**src/design/rc5d_pkg.sv**
```systemverilog
// Shared types, constants and table functions for the RC5 IR edge decoder.
// Depends on nothing; every other design file imports it.

package rc5d_pkg;

  // Frame and field geometry
  localparam int FRAME_BITS     = 13;
  localparam int LEFT_W         = 4;
  localparam int CFG_W          = 16;
  localparam int TICK_WIDTH_DEF = 16;
  localparam int Q_DEPTH        = 2;

  // Default pulse limits: nominal half bit plus or minus tolerance
  localparam logic [CFG_W-1:0] HALF_BIT_TICKS  = CFG_W'(900);
  localparam logic [CFG_W-1:0] TOLERANCE_TICKS = CFG_W'(270);
  localparam logic [CFG_W-1:0] ONE_T_MIN_RST   = HALF_BIT_TICKS - TOLERANCE_TICKS;
  localparam logic [CFG_W-1:0] ONE_T_MAX_RST   = HALF_BIT_TICKS + TOLERANCE_TICKS;
  localparam logic [CFG_W-1:0] TWO_T_MIN_RST   = CFG_W'(2 * 900 - 270);
  localparam logic [CFG_W-1:0] TWO_T_MAX_RST   = CFG_W'(2 * 900 + 270);

  // Configuration register indexes
  localparam int CFG_IDX_W = 2;
  localparam logic [CFG_IDX_W-1:0] REG_ONE_T_MIN = 2'd0;
  localparam logic [CFG_IDX_W-1:0] REG_ONE_T_MAX = 2'd1;
  localparam logic [CFG_IDX_W-1:0] REG_TWO_T_MIN = 2'd2;
  localparam logic [CFG_IDX_W-1:0] REG_TWO_T_MAX = 2'd3;

  // Field masks for the result
  localparam logic [5:0] CMD_LOW_MASK = 6'h3F;
  localparam logic [4:0] ADDR_MASK    = 5'h1F;

  typedef enum logic [1:0] {
    CLS_ONE_T = 2'd0,
    CLS_TWO_T = 2'd1,
    CLS_BAD   = 2'd2
  } pulse_cls_t;

  typedef enum logic [1:0] {
    ACT_ZERO = 2'd0,
    ACT_ONE  = 2'd1,
    ACT_NONE = 2'd2,
    ACT_BAD  = 2'd3
  } edge_act_t;

  typedef struct packed {
    logic        req_type;
    logic [15:0] pulse_ticks;
    logic        edge_rising;
  } in_item_t;

  typedef struct packed {
    logic [4:0]  address;
    logic [6:0]  command;
    logic        toggle_bit;
    logic        field_bit;
    logic [12:0] raw_frame;
  } out_item_t;

  // Classified edge, passed from front to back through the queue
  typedef struct packed {
    logic       abort;
    logic       rising;
    pulse_cls_t cls;
  } edge_entry_t;

  // Rising-edge table, by last bit and pulse class
  function automatic edge_act_t rise_act(input logic last, input pulse_cls_t cls);
    edge_act_t act;
    act = ACT_BAD;
    case (cls)
      CLS_ONE_T: act = last ? ACT_NONE : ACT_ZERO;
      CLS_TWO_T: act = last ? ACT_ZERO : ACT_BAD;
      default:   act = ACT_BAD;
    endcase
    return act;
  endfunction

  // Falling-edge table, by last bit and pulse class
  function automatic edge_act_t fall_act(input logic last, input pulse_cls_t cls);
    edge_act_t act;
    act = ACT_BAD;
    case (cls)
      CLS_ONE_T: act = last ? ACT_ONE : ACT_NONE;
      CLS_TWO_T: act = last ? ACT_BAD : ACT_ONE;
      default:   act = ACT_BAD;
    endcase
    return act;
  endfunction

endpackage

```
**src/design/rc5d_front.sv**
```systemverilog
// Front end: pulse limit registers, input handshake and pulse classification.
// Depends on rc5d_pkg; feeds rc5d_queue.

module rc5d_front import rc5d_pkg::*; #(
  parameter int TICK_WIDTH = TICK_WIDTH_DEF
) (
  input  logic                 clk,
  input  logic                 rst_n,
  input  logic                 cfg_we,
  input  logic [CFG_IDX_W-1:0] cfg_index,
  input  logic [CFG_W-1:0]     cfg_wdata,
  input  logic                 in_valid,
  output logic                 in_ready,
  input  in_item_t             in_data,
  input  logic                 q_full,
  output logic                 q_push,
  output edge_entry_t          q_entry
);

  // Bits of ticks and limits that take part in the compare
  localparam logic [CFG_W-1:0] TICK_MASK = (TICK_WIDTH >= CFG_W) ? {CFG_W{1'b1}} :
      CFG_W'((33'd1 << TICK_WIDTH) - 33'd1);

  logic [CFG_W-1:0] one_t_min_r, one_t_max_r, two_t_min_r, two_t_max_r;
  logic [CFG_W-1:0] ticks, lo1, hi1, lo2, hi2;
  pulse_cls_t       cls;

  // Write limit registers
  always_ff @(posedge clk) begin
    if (!rst_n) begin
      one_t_min_r <= ONE_T_MIN_RST;
      one_t_max_r <= ONE_T_MAX_RST;
      two_t_min_r <= TWO_T_MIN_RST;
      two_t_max_r <= TWO_T_MAX_RST;
    end else if (cfg_we) begin
      case (cfg_index)
        REG_ONE_T_MIN: one_t_min_r <= cfg_wdata;
        REG_ONE_T_MAX: one_t_max_r <= cfg_wdata;
        REG_TWO_T_MIN: two_t_min_r <= cfg_wdata;
        REG_TWO_T_MAX: two_t_max_r <= cfg_wdata;
        default: ;
      endcase
    end
  end

  // Classify pulse; 1T wins where the ranges overlap
  always_comb begin
    ticks = in_data.pulse_ticks & TICK_MASK;
    lo1   = one_t_min_r & TICK_MASK;
    hi1   = one_t_max_r & TICK_MASK;
    lo2   = two_t_min_r & TICK_MASK;
    hi2   = two_t_max_r & TICK_MASK;
    if (ticks > lo1 && ticks < hi1) begin
      cls = CLS_ONE_T;
    end else if (ticks > lo2 && ticks < hi2) begin
      cls = CLS_TWO_T;
    end else begin
      cls = CLS_BAD;
    end
  end

  // Hand the classified edge to the queue
  assign in_ready        = !q_full;
  assign q_push          = in_valid && !q_full;
  assign q_entry.abort   = in_data.req_type;
  assign q_entry.rising  = in_data.edge_rising;
  assign q_entry.cls     = cls;

endmodule

```
**src/design/rc5d_queue.sv**
```systemverilog
// Two-entry queue of classified edges between front and back end.
// Depends on rc5d_pkg.

module rc5d_queue import rc5d_pkg::*; (
  input  logic        clk,
  input  logic        rst_n,
  input  logic        push,
  input  edge_entry_t push_entry,
  output logic        full,
  input  logic        pop,
  output logic        not_empty,
  output edge_entry_t head
);

  localparam int PTR_W = $clog2(Q_DEPTH);
  localparam int CNT_W = $clog2(Q_DEPTH + 1);

  edge_entry_t       mem_r [Q_DEPTH];
  logic [PTR_W-1:0]  wr_ptr_r, wr_ptr_nxt, rd_ptr_r, rd_ptr_nxt;
  logic [CNT_W-1:0]  count_r, count_nxt;

  assign full      = (count_r == CNT_W'(Q_DEPTH));
  assign not_empty = (count_r != '0);
  assign head      = mem_r[rd_ptr_r];

  // Advance pointers and count
  always_comb begin
    wr_ptr_nxt = wr_ptr_r;
    rd_ptr_nxt = rd_ptr_r;
    count_nxt  = count_r;
    if (push) begin
      wr_ptr_nxt = (wr_ptr_r == PTR_W'(Q_DEPTH - 1)) ? '0 : wr_ptr_r + 1'b1;
    end
    if (pop) begin
      rd_ptr_nxt = (rd_ptr_r == PTR_W'(Q_DEPTH - 1)) ? '0 : rd_ptr_r + 1'b1;
    end
    if (push && !pop) begin
      count_nxt = count_r + 1'b1;
    end else if (pop && !push) begin
      count_nxt = count_r - 1'b1;
    end
  end

  always_ff @(posedge clk) begin
    if (!rst_n) begin
      wr_ptr_r <= '0;
      rd_ptr_r <= '0;
      count_r  <= '0;
    end else begin
      wr_ptr_r <= wr_ptr_nxt;
      rd_ptr_r <= rd_ptr_nxt;
      count_r  <= count_nxt;
    end
  end

  // Store entries; no reset on payload
  always_ff @(posedge clk) begin
    if (push) begin
      mem_r[wr_ptr_r] <= push_entry;
    end
  end

endmodule

```
**src/design/rc5d_back.sv**
```systemverilog
// Back end: Manchester state update, frame shift register and result register.
// Depends on rc5d_pkg; drains rc5d_queue.

module rc5d_back import rc5d_pkg::*; (
  input  logic        clk,
  input  logic        rst_n,
  input  logic        q_not_empty,
  input  edge_entry_t q_head,
  output logic        q_pop,
  output logic        out_valid,
  input  logic        out_ready,
  output out_item_t   out_data
);

  localparam logic [LEFT_W-1:0] LEFT_RST = LEFT_W'(FRAME_BITS - 1);

  logic [FRAME_BITS-1:0] frame_r, frame_nxt, frame_or;
  logic [LEFT_W-1:0]     left_r, left_nxt;
  logic                  last_bit_r, last_bit_nxt;
  logic                  await_fall_r, await_fall_nxt;
  logic                  out_valid_r, out_valid_nxt;
  out_item_t             out_data_r, out_data_nxt;
  edge_act_t             act;
  logic                  pkt_reset, emit;

  // Take an edge whenever the result slot is free or being drained
  assign q_pop = q_not_empty && (!out_valid_r || out_ready);

  // Pick the table action for the edge at the head
  always_comb begin
    act       = ACT_NONE;
    pkt_reset = 1'b0;
    if (q_head.abort) begin
      pkt_reset = 1'b1;
    end else if (q_head.rising) begin
      if (q_head.cls == CLS_BAD) begin
        pkt_reset = 1'b1;
      end else begin
        act = rise_act(last_bit_r, q_head.cls);
      end
    end else if (!await_fall_r) begin
      if (q_head.cls == CLS_BAD) begin
        pkt_reset = 1'b1;
      end else begin
        act = fall_act(last_bit_r, q_head.cls);
      end
    end
  end

  // Update packet state and build the result
  always_comb begin
    frame_nxt      = frame_r;
    left_nxt       = left_r;
    last_bit_nxt   = last_bit_r;
    await_fall_nxt = await_fall_r;
    emit           = 1'b0;
    frame_or       = frame_r | FRAME_BITS'(act == ACT_ONE);
    out_data_nxt.address    = frame_or[10:6] & ADDR_MASK;
    out_data_nxt.command    = {~frame_or[12], frame_or[5:0] & CMD_LOW_MASK};
    out_data_nxt.toggle_bit = frame_or[11];
    out_data_nxt.field_bit  = frame_or[12];
    out_data_nxt.raw_frame  = frame_or[12:0];
    if (q_pop) begin
      if (!q_head.abort && !q_head.rising && await_fall_r) begin
        await_fall_nxt = 1'b0;
      end
      if (pkt_reset || act == ACT_BAD) begin
        frame_nxt      = '0;
        left_nxt       = LEFT_RST;
        last_bit_nxt   = 1'b1;
        await_fall_nxt = 1'b1;
      end else if (act == ACT_ZERO || act == ACT_ONE) begin
        if (left_r != '0) begin
          frame_nxt    = frame_or << 1;
          left_nxt     = left_r - 1'b1;
          last_bit_nxt = (act == ACT_ONE);
        end else begin
          // Last bit in: emit and start over
          emit           = 1'b1;
          frame_nxt      = '0;
          left_nxt       = LEFT_RST;
          last_bit_nxt   = 1'b1;
          await_fall_nxt = 1'b1;
        end
      end
    end
  end

  // Set, hold or drop the result register
  always_comb begin
    if (emit) begin
      out_valid_nxt = 1'b1;
    end else if (out_ready) begin
      out_valid_nxt = 1'b0;
    end else begin
      out_valid_nxt = out_valid_r;
    end
  end

  always_ff @(posedge clk) begin
    if (!rst_n) begin
      frame_r      <= '0;
      left_r       <= LEFT_RST;
      last_bit_r   <= 1'b1;
      await_fall_r <= 1'b1;
      out_valid_r  <= 1'b0;
    end else begin
      frame_r      <= frame_nxt;
      left_r       <= left_nxt;
      last_bit_r   <= last_bit_nxt;
      await_fall_r <= await_fall_nxt;
      out_valid_r  <= out_valid_nxt;
    end
  end

  always_ff @(posedge clk) begin
    if (emit) begin
      out_data_r <= out_data_nxt;
    end
  end

  assign out_valid = out_valid_r;
  assign out_data  = out_data_r;

  // Bit counter never runs above the frame length
  a_left_range: assert property (@(posedge clk) disable iff (!rst_n)
    left_r <= LEFT_RST)
    else $error("bit counter out of range");

  // An abort leaves a fresh packet behind
  a_abort_resets: assert property (@(posedge clk) disable iff (!rst_n)
    (q_pop && q_head.abort) |=>
      (left_r == LEFT_RST && await_fall_r && last_bit_r && frame_r == '0))
    else $error("abort did not reset packet");

  // A completed frame shows up as a valid result next cycle
  a_emit_valid: assert property (@(posedge clk) disable iff (!rst_n)
    emit |=> out_valid_r)
    else $error("completed frame not presented");

  // Never pop over an undelivered result
  a_no_overwrite: assert property (@(posedge clk) disable iff (!rst_n)
    (out_valid_r && !out_ready) |-> !q_pop)
    else $error("edge taken while result stalled");

endmodule

```
**src/design/rc5_ir_edge_decoder_core.sv**
```systemverilog
// Top level of the RC5 IR edge decoder: front end, edge queue, back end.
// Depends on rc5d_pkg, rc5d_front, rc5d_queue and rc5d_back.

// The decoder takes one edge or abort item per clock cycle while in_ready is
// high and gives at most one decoded frame per item. An item is classified
// against the four pulse limit registers in the cycle it is accepted, waits in
// a two-entry queue, and is applied to the Manchester state by the back end,
// whose state update sets the rate of one item per cycle while the result
// register is free or being drained. A frame appears on the result port from
// a result register, after the item carrying its last bit has passed through
// the queue; while that result is not taken the back end holds and the queue
// fills, after which in_ready drops. Limit registers may be written only while
// no item is in flight.

module rc5_ir_edge_decoder_core import rc5d_pkg::*; #(
  parameter int TICK_WIDTH = TICK_WIDTH_DEF
) (
  input  logic                 clk,
  input  logic                 rst_n,
  input  logic                 cfg_we,
  input  logic [CFG_IDX_W-1:0] cfg_index,
  input  logic [CFG_W-1:0]     cfg_wdata,
  input  logic                 in_valid,
  output logic                 in_ready,
  input  in_item_t             in_data,
  output logic                 out_valid,
  input  logic                 out_ready,
  output out_item_t            out_data
);

  logic        q_push, q_full, q_pop, q_not_empty;
  edge_entry_t q_entry, q_head;

  rc5d_front #(
    .TICK_WIDTH(TICK_WIDTH)
  ) u_front (
    .clk       (clk),
    .rst_n     (rst_n),
    .cfg_we    (cfg_we),
    .cfg_index (cfg_index),
    .cfg_wdata (cfg_wdata),
    .in_valid  (in_valid),
    .in_ready  (in_ready),
    .in_data   (in_data),
    .q_full    (q_full),
    .q_push    (q_push),
    .q_entry   (q_entry)
  );

  rc5d_queue u_queue (
    .clk        (clk),
    .rst_n      (rst_n),
    .push       (q_push),
    .push_entry (q_entry),
    .full       (q_full),
    .pop        (q_pop),
    .not_empty  (q_not_empty),
    .head       (q_head)
  );

  rc5d_back u_back (
    .clk         (clk),
    .rst_n       (rst_n),
    .q_not_empty (q_not_empty),
    .q_head      (q_head),
    .q_pop       (q_pop),
    .out_valid   (out_valid),
    .out_ready   (out_ready),
    .out_data    (out_data)
  );

endmodule

```
**config.mk**
```make
export PLATFORM = sky130hd
export DESIGN_NAME = rc5_ir_edge_decoder_core
export DESIGN_NICKNAME = d
export VERILOG_FILES = /design/src/design/rc5d_pkg.sv /design/src/design/rc5d_front.sv /design/src/design/rc5d_queue.sv /design/src/design/rc5d_back.sv /design/src/design/rc5_ir_edge_decoder_core.sv
export SDC_FILE = /design/constraint.sdc
export NUM_CORES = 1
export LEC_CHECK = 0
export ABC_AREA = 1
export BUFFER_PORTS_ARGS = -buffer_cell sky130_fd_sc_hd__buf_4
export CAP_MARGIN = 20
export CORE_ASPECT_RATIO = 1.25
export CORE_MARGIN = 5
export CORE_UTILIZATION = 50
export DETAILED_ROUTE_END_ITERATION = 10
export PLACE_DENSITY = 0.7
export SETUP_SLACK_MARGIN = 0.2
export SYNTH_ARGS = -nofsm -noshare
export SYNTH_HDL_FRONTEND = slang
export SYNTH_SLANG_ARGS = --single-unit
export TNS_END_PERCENT = 1
```
**constraint.sdc**
```tcl
create_clock -name clk -period 2.8 [get_ports clk]
set_input_delay 0.42 -clock clk [delete_from_list [all_inputs] [get_ports clk]]
set_output_delay 0.42 -clock clk [all_outputs]
set_load 0.005 [all_outputs]
```
==> run summary, run 1 <==
Status - complete, no violations
Gpl congestion - 0.8904
Syn Area/Cell - 7.823 sq um
Least-Margin Pin Slew - 791.7 ps
WP data required - 2790 ps
Crit share post-route - 69.49%
Global-route wire length before repair - 21.87 mm
Number of DRC markers in iteration 0 - 243
Vias per inst - 5.203
Total negative slack - 0 ps
Vias in the first global route - 4688
IO Pins - 70
Max FO, Critical Path - 15
Cell Pwr Density - 673.0 nW/um^2
Mapped Cells - 741
Gr usage total - 19.61%
Layout overhead on the synthesized area - 14.29%
Crit start category - flop
Seq. cell area - 2422 sq um
CTS clk-pin slew, worst paths - 80 ps
Initial Utilization - 50.38%
CP arrival - 1930 ps
Leak - 3.122 nW
Routed WL - 13.21 mm
Pins Over Slew Limit - 0
Initial antenna violation count - 0
Clk_skew - 7.544 ps
Share of cells above drive strength 1 - 12.67%
Largest net degree at the start of global routing - 43
DP Cell Count - 919
Worst skew pair latency - 350 ps
Post-route ant nets - 0
ANT cells - 0
Die ar. - 13860 sq um
DRC - 0
Fin cells - 935
Minimum clock period - 1946 ps
Post-CTS setup buffers - 0
Synth cell types - 27
Max-cap viol count - 0
Ys Warns - 0
Deepest clock path buffer count - 2
Fin. Hold Viols - 0
Wire length per cell - 14.12 um
Power consumption - 4.459 mW
Crit-path slowest cell - inv_1
Count of final setup violators - 0
Most frequent cells in the layout - 127 x nand2_1, 111 x inv_1, 88 x dfxtp_1
Crit path cell chain - inv_1, ha_1, nand2_1, nor2_1, nand4_1, inv_1
IR drop worst, VDD - 327.3 uV
Post-CTS sizing - 0
Area occupied by multi-input gates - 2746 sq um
GRT Residual Overflow - 0
DIE WIDTH - 106.3 um
Commonest non-fill, non-tap cell in the layout - nand2_1
Die height - 130.4 um
Crit path capture type - flop
Maximum clock rate - 514.0 MHz
Hpwl dp - 9.773 mm
1st-pass router iterations - 5
NumNets Final - 897
Sequential fraction of the synthesis area - 41.79%
Hold crit path type - in -> reg
Clock Sinks - 110
Unrepaired setup endpoints after global routing - no
Syn Nets - 846
Hold Buf Count CTS - 0
CTS tree - built
Setup Crit Path Kind - reg -> reg
CP dominant cell by count - inv_1
Number of port buffers - 69
Rows - 44
Syn Std Cell Area - 5797 sq um
Yosys reg bits - 110
Total CTS buffers - 9
Clock root cell - clkbuf_16
H-Tree Depth - 3
Worst slew margin - 47.16%
Fill cell count - 1078
Core area - 11510 sq um
Routed vias - 4865
Crit path largest cell delay - 460 ps
-- worst max-delay path: cells and delay by family, from the launching register on --
family | cells | cell delay [ps]
simple gates | 3 | 550
fa+ha+maj | 1 | 160
buf+inv | 2 | 530
flops | 1 | 330
-- where the power goes --
group	total, mW	internal [mW]	switching (mW)
registers	1.91	1.80	0.102
logic	1.30	0.465	0.831
clock network	1.26	0.628	0.629
total	4.46	2.90	1.56
-- cell usage after synthesis --
library cell,count,area share (%)
o211ai_1,18,2.3
a31oi_4,1,0.37
a21oi_1,79,6.8
nor3_1,7,0.60
nand3_2,1,0.17
nand3_1,24,2.1
a31oi_1,2,0.22
buf_4,14,1.8
nand4_1,7,0.76
buf_6,2,0.39
clkbuf_1,18,1.2
o21a_1,1,0.13
o31a_1,2,0.30
nand2_2,4,0.43
or2_2,1,0.11
nor2_1,72,4.7
nand3b_1,2,0.26
o21ai_1,2,0.17
xor2_1,1,0.15
ha_1,64,14
o21ai_0,67,5.8
edfxtp_1,22,11
dfxtp_1,88,30
inv_1,111,7.2
buf_2,1,0.086
nand2_1,127,8.2
inv_2,3,0.19
-- cells by family (layout without fill, tap and decap cells) --
logic type | Yosys count | after routing | synth area share (%)
XOR/XNOR | 1 | 1 | 0.1511
adder cells (fa/ha/maj) | 64 | 64 | 13.81
buffers and inverters | 149 | 205 | 10.84
AND/OR/NAND/NOR | 245 | 245 | 17.29
flip-flops | 110 | 110 | 41.79
AO/OA/AOI/OAI | 172 | 172 | 16.12
-- final timing paths --
| check | start | to | slack [ps] | depth (start not counted) |
|---|---|---|---|---|
| hold / removal | in_data[17] | u_queue.mem_r[0][3] | 260 | 1 |
| setup reg to reg | u_back.left_r[0] | u_back.out_data[3] | 850 | 6 |
| hold reg to reg | u_back.frame_r[12] | u_back.out_data[12] | 430 | 0 |
| setup / recovery | u_back.left_r[0] | u_back.out_data[3] | 850 | 6 |
-- through the flow --
stage | worst slack [ps] | utilization [%] | cell area (sq um) | hold slack [ps]
finish | 854.3 | 57.58 | 6625 | 258.7
global route | 629.0 | 57.58 | 6625 | 252.1
CTS | 842.0 | 57.58 | 6625 | 250.1
detailed placement | 849.2 | 55.03 | 6332 | 413.9
global placement | 898.4 | 55.03 | 6332 | 416.1
floorplan | 1147 | - | 5797 | 408.2
-- state kept, by name (all words and copies together) (netlist names), named ones only --
name / cells
u_front.hi2: 16
u_back.out_valid: 1
u_back.out_data: 14
u_queue.mem_r: 8
u_queue.wr_ptr_r: 1
u_back.last_bit_r: 1
u_front.lo2: 16
u_back.await_fall_r: 1
u_front.lo1: 16
u_back.left_r: 4
u_queue.rd_ptr_r: 1
u_queue.count_r: 2
u_front.hi1: 16
u_back.frame_r: 12
-- routing by layer --
layer  track usage, %  vias up  part of all wire (%)
li1                 -     2525                     -
met1            23.37     2193                    43
met2            34.84      117                    50
met3            3.391       30                   4.5
met4            8.613        0                   2.8
met5                0        -                     0
-- cell type report --
cell class	count	share of cell area [%]
inverters	114	6.459
clock buffers	9	3.399
repair buffers	75	8.499
well taps	138	2.606
multi-input cells	482	41.45
clock inverters	7	1.020
flip-flops and latches	110	36.56
Note: power is estimated with default switching activity, not from simulation.
==> inputs of run 2 (changes only) <==
Settings changed: ABC_AREA 1 to 0.
Clock period 2.8 ns to 1.8 ns, I/O delays scaled along.
==> run 2 against run 1 <==
Net effect:
- the flow now finishes with violations (setup timing)
- die area up 0.95%
- sequential power rose by 46%
- clock skew is essentially flat
- global-route usage is 0.12 points higher
- register-to-register slack got worse by 1200 ps
- combinational power increased by 38%
- critical path depth unchanged
- power rose by 48%
- setup slack lost 1200 ps
- largest cell class unchanged
- highest routed layer unchanged
==> run summary, run 2 <==
Status - complete, but fails checks
Violations in the final reports - setup timing
Die ar. - 13990 sq um (+0.95%)
Gpl congestion - 0.9123 (+2.5%)
Total CTS buffers - 9 (unchanged)
Fin Hold WS - 106.8 ps (-151.9 ps)
Dominant cell type by area after synthesis - dfxtp_1
Commonest non-fill, non-tap cell in the layout - nand2_1
ANT cells - 0 (unchanged)
Max FO, Critical Path - 15 (unchanged)
Syn Nets - 763 (-9.8%)
CP dominant cell by count - nor4_4
Vias per inst - 5.342 (+2.7%)
GRT Residual Overflow - 0 (unchanged)
Minimum clock period - 2100 ps (+154.6 ps)
Share of cells above drive strength 1 - 22.18% (+9.5 points)
Most frequent cells in the layout - 136 x nand2_1, 117 x buf_4, 83 x dfxtp_1
IR drop worst, VDD - 604.4 uV (+85%)
Largest net degree at the start of global routing - 44 (+2.3%)
Setup ws final - -300.2 ps (-1155 ps)
Number of synthesized flops with an enable pin - 22 (unchanged)
Synth top area share - 30.08% (-0.31 points)
Mapped Cells - 658 (-11%)
Dpl ws - -347.4 ps (-1197 ps)
Gr usage total - 19.73% (+0.12 points)
Number of port buffers - 69 (unchanged)
Hold crit path type - in -> reg
Number of DRC markers in iteration 0 - 256 (+5.3%)
Pins Over Slew Limit - 0 (unchanged)
Maximum clock rate - 476.1 MHz (-7.4%)
WP data required - 1880 ps (-910 ps)
DRC - 0 (unchanged)
Core area - 11560 sq um (+0.48%)
Worst skew pair latency - 350 ps (about the same)
Routed WL - 13.42 mm (+1.6%)
Setup Crit Path Kind - reg -> reg
Layout overhead on the synthesized area - 21.98%
IO Pins - 70 (unchanged)
CTS tree - built
H-Tree Depth - 3 (unchanged)
Global-route wire length before repair - 22.03 mm (+0.72%)
Most common cell in the netlist - nand2_1
Psw - 2.061 mW (+32%)
Sequential fraction of the synthesis area - 41.36% (-0.43 points)
Crit path capture type - flop
Post-route ant nets - 0 (unchanged)
Crit path cell chain - mux2_4, nor4_4, mux2i_2, nand2b_4, nor4_4, buf_12
CTS clk-pin slew, worst paths - 80 ps (about the same)
Worst slew margin - 70.03% (+23 points)
Vias in the first global route - 4657 (-0.66%)
Cell Pwr Density - 926.3 nW/um^2 (+38%)
NumNets Final - 853 (-4.9%)
Clock root cell - clkbuf_16
Hpwl dp - 9.842 mm (+0.70%)
Initial Utilization - 50.66% (+0.28 points)
Syn Area/Cell - 8.901 sq um (+14%)
Yosys reg bits - 110 (unchanged)
DIE WIDTH - 106.8 um (+0.47%)
Clock power share - 30.7% (+2.5 points)
Rows - 44 (unchanged)
Proportion of power drawn by combinational gates - 27.2% (-1.9 points)
Crit share post-route - 116.7% (+47 points)
Ys Warns - 0 (unchanged)
Deepest clock path buffer count - 2 (unchanged)
Syn Std Cell Area - 5857 sq um (+1.0%)
Hold Buf Count CTS - 0 (unchanged)
Switching Share - 31.15% (-3.9 points)
Leak - 3.093 nW (-0.94%)
Sequential power share - 42.1% (-0.7 points)
Die height - 131.0 um (+0.48%)
Clock Sinks - 110 (unchanged)
Crit path largest cell delay - 390 ps (-70 ps)
Routed vias - 4760 (-2.2%)
1st-pass router iterations - 6 (+1)
Synth cell types - 55 (+100%)
Post-synth ARST share - 0% (unchanged)
Max-cap viol count - 0 (unchanged)
Fin. Hold Viols - 0 (unchanged)
Top_reg_cell synth - dfxtp_1
Leading post-synthesis cells by cell area - dfxtp_1 30%, ha_1 14%, edfxtp_1 11%, nand2_1 8.7%, a21boi_0 5.5%
Wire length per cell - 15.06 um (+6.6%)
Crit start category - flop
Crit-path slowest cell - dfxtp_4
Initial antenna violation count - 0 (unchanged)
CP arrival - 2180 ps (+250 ps)
Commonest cells in the netlist - 136 x nand2_1, 88 x dfxtp_1, 71 x inv_1
Least-Margin Pin Slew - 447.8 ps (-343.9 ps)
Clk_skew - 8.027 ps (+0.4825 ps)
Int Pwr - 4.556 mW (+57%)
Count of final setup violators - 36 (+36)
Unrepaired setup endpoints after global routing - yes
run 2: cell count changes in the layout (fill, tap and decap cells not counted), moves of 8 or more:
cell | previous run | this run
a21oi_1 | 79 | 17
nand2_1 | 127 | 136
nand3_1 | 24 | 7
inv_1 | 111 | 71
o21ai_0 | 67 | 21
a21boi_0 | 0 | 43
nand4_1 | 7 | 19
buf_4 | 75 | 117
nor2_1 | 72 | 14
and2_1 | 0 | 8
run 2: power by group through the flow:
stage                     clock [mW]  sequential (mW)  combinational, mW
after floorplan                    0             2.80               1.15
after global placement             0             2.82               1.66
after detailed placement           0             2.84               1.70
after CTS                       2.08             2.79               1.76
after global routing            2.19             2.81               1.99
final                           2.03             2.79               1.80
run 2: final timing paths:
kind,slack [ps],start,cells past startpoint,to
worst max-delay path,-300,flop,6,u_back.out_data[11]
worst max register to register,-300,flop,6,u_back.out_data[11]
worst min register to register,460,u_back.frame_r[1],0,u_back.out_data[1]
worst min-delay path,110,in_data[17],1,u_queue.mem_r[0][3]
run 2: area by class of cell:
type	instances	area (sq um)
flip-flops and latches	110	2431
clock inverters	7	83.83
multi-input cells	435	3007
inverters	71	266.5
well taps	138	172.7
repair buffers	121	958.4
clock buffers	9	225.2
fillers	987	4417
run 2: cells by family after synthesis:
group | share of synthesized area [%]
flip-flops | 41.36
AO/OA/AOI/OAI | 16.90
adder cells (fa/ha/maj) | 13.67
buffers and inverters | 8.609
multiplexers | 1.282
XOR/XNOR | 0.5983
AND/OR/NAND/NOR | 17.58
run 2: what timing repair did:
item / in CTS / in global routing
buffers inserted: 0 / 0
resized for setup: 16 / 7
setup endpoints to repair: 38 / 38
pin swaps: 2 / 3
run 2: metrics by stage:
| stage | utilization [%] | power [mW] | cells | setup TNS [ps] | area, sq um |
|---|---|---|---|---|---|
| after floorplan | - | 3.947 | 658 | -8578 | 5862 |
| after global placement | 58.47 | 4.477 | 875 | -6865 | 6760 |
| after detailed placement | 58.47 | 4.539 | 875 | -8899 | 6760 |
| after CTS | 61.59 | 6.622 | 891 | -7717 | 7121 |
| after global routing | 61.80 | 6.984 | 891 | -11150 | 7144 |
| final | 61.80 | 6.618 | 891 | -6971 | 7144 |
run 2: critical path: cells and delay by family (launching register included):
kind	cells	cell delay [ps]
multiplexers	2	480
AND/OR/NAND/NOR	3	760
buffers and inverters	1	180
flip-flops	1	390
run 2: routing by layer:
layer	track usage [%]	vias up	wire length [um]
met3	3.833	24	524
met4	7.299	0	387
met1	23.92	2188	5807
met5	0	-	0
li1	-	2437	-
met2	34.88	111	6699
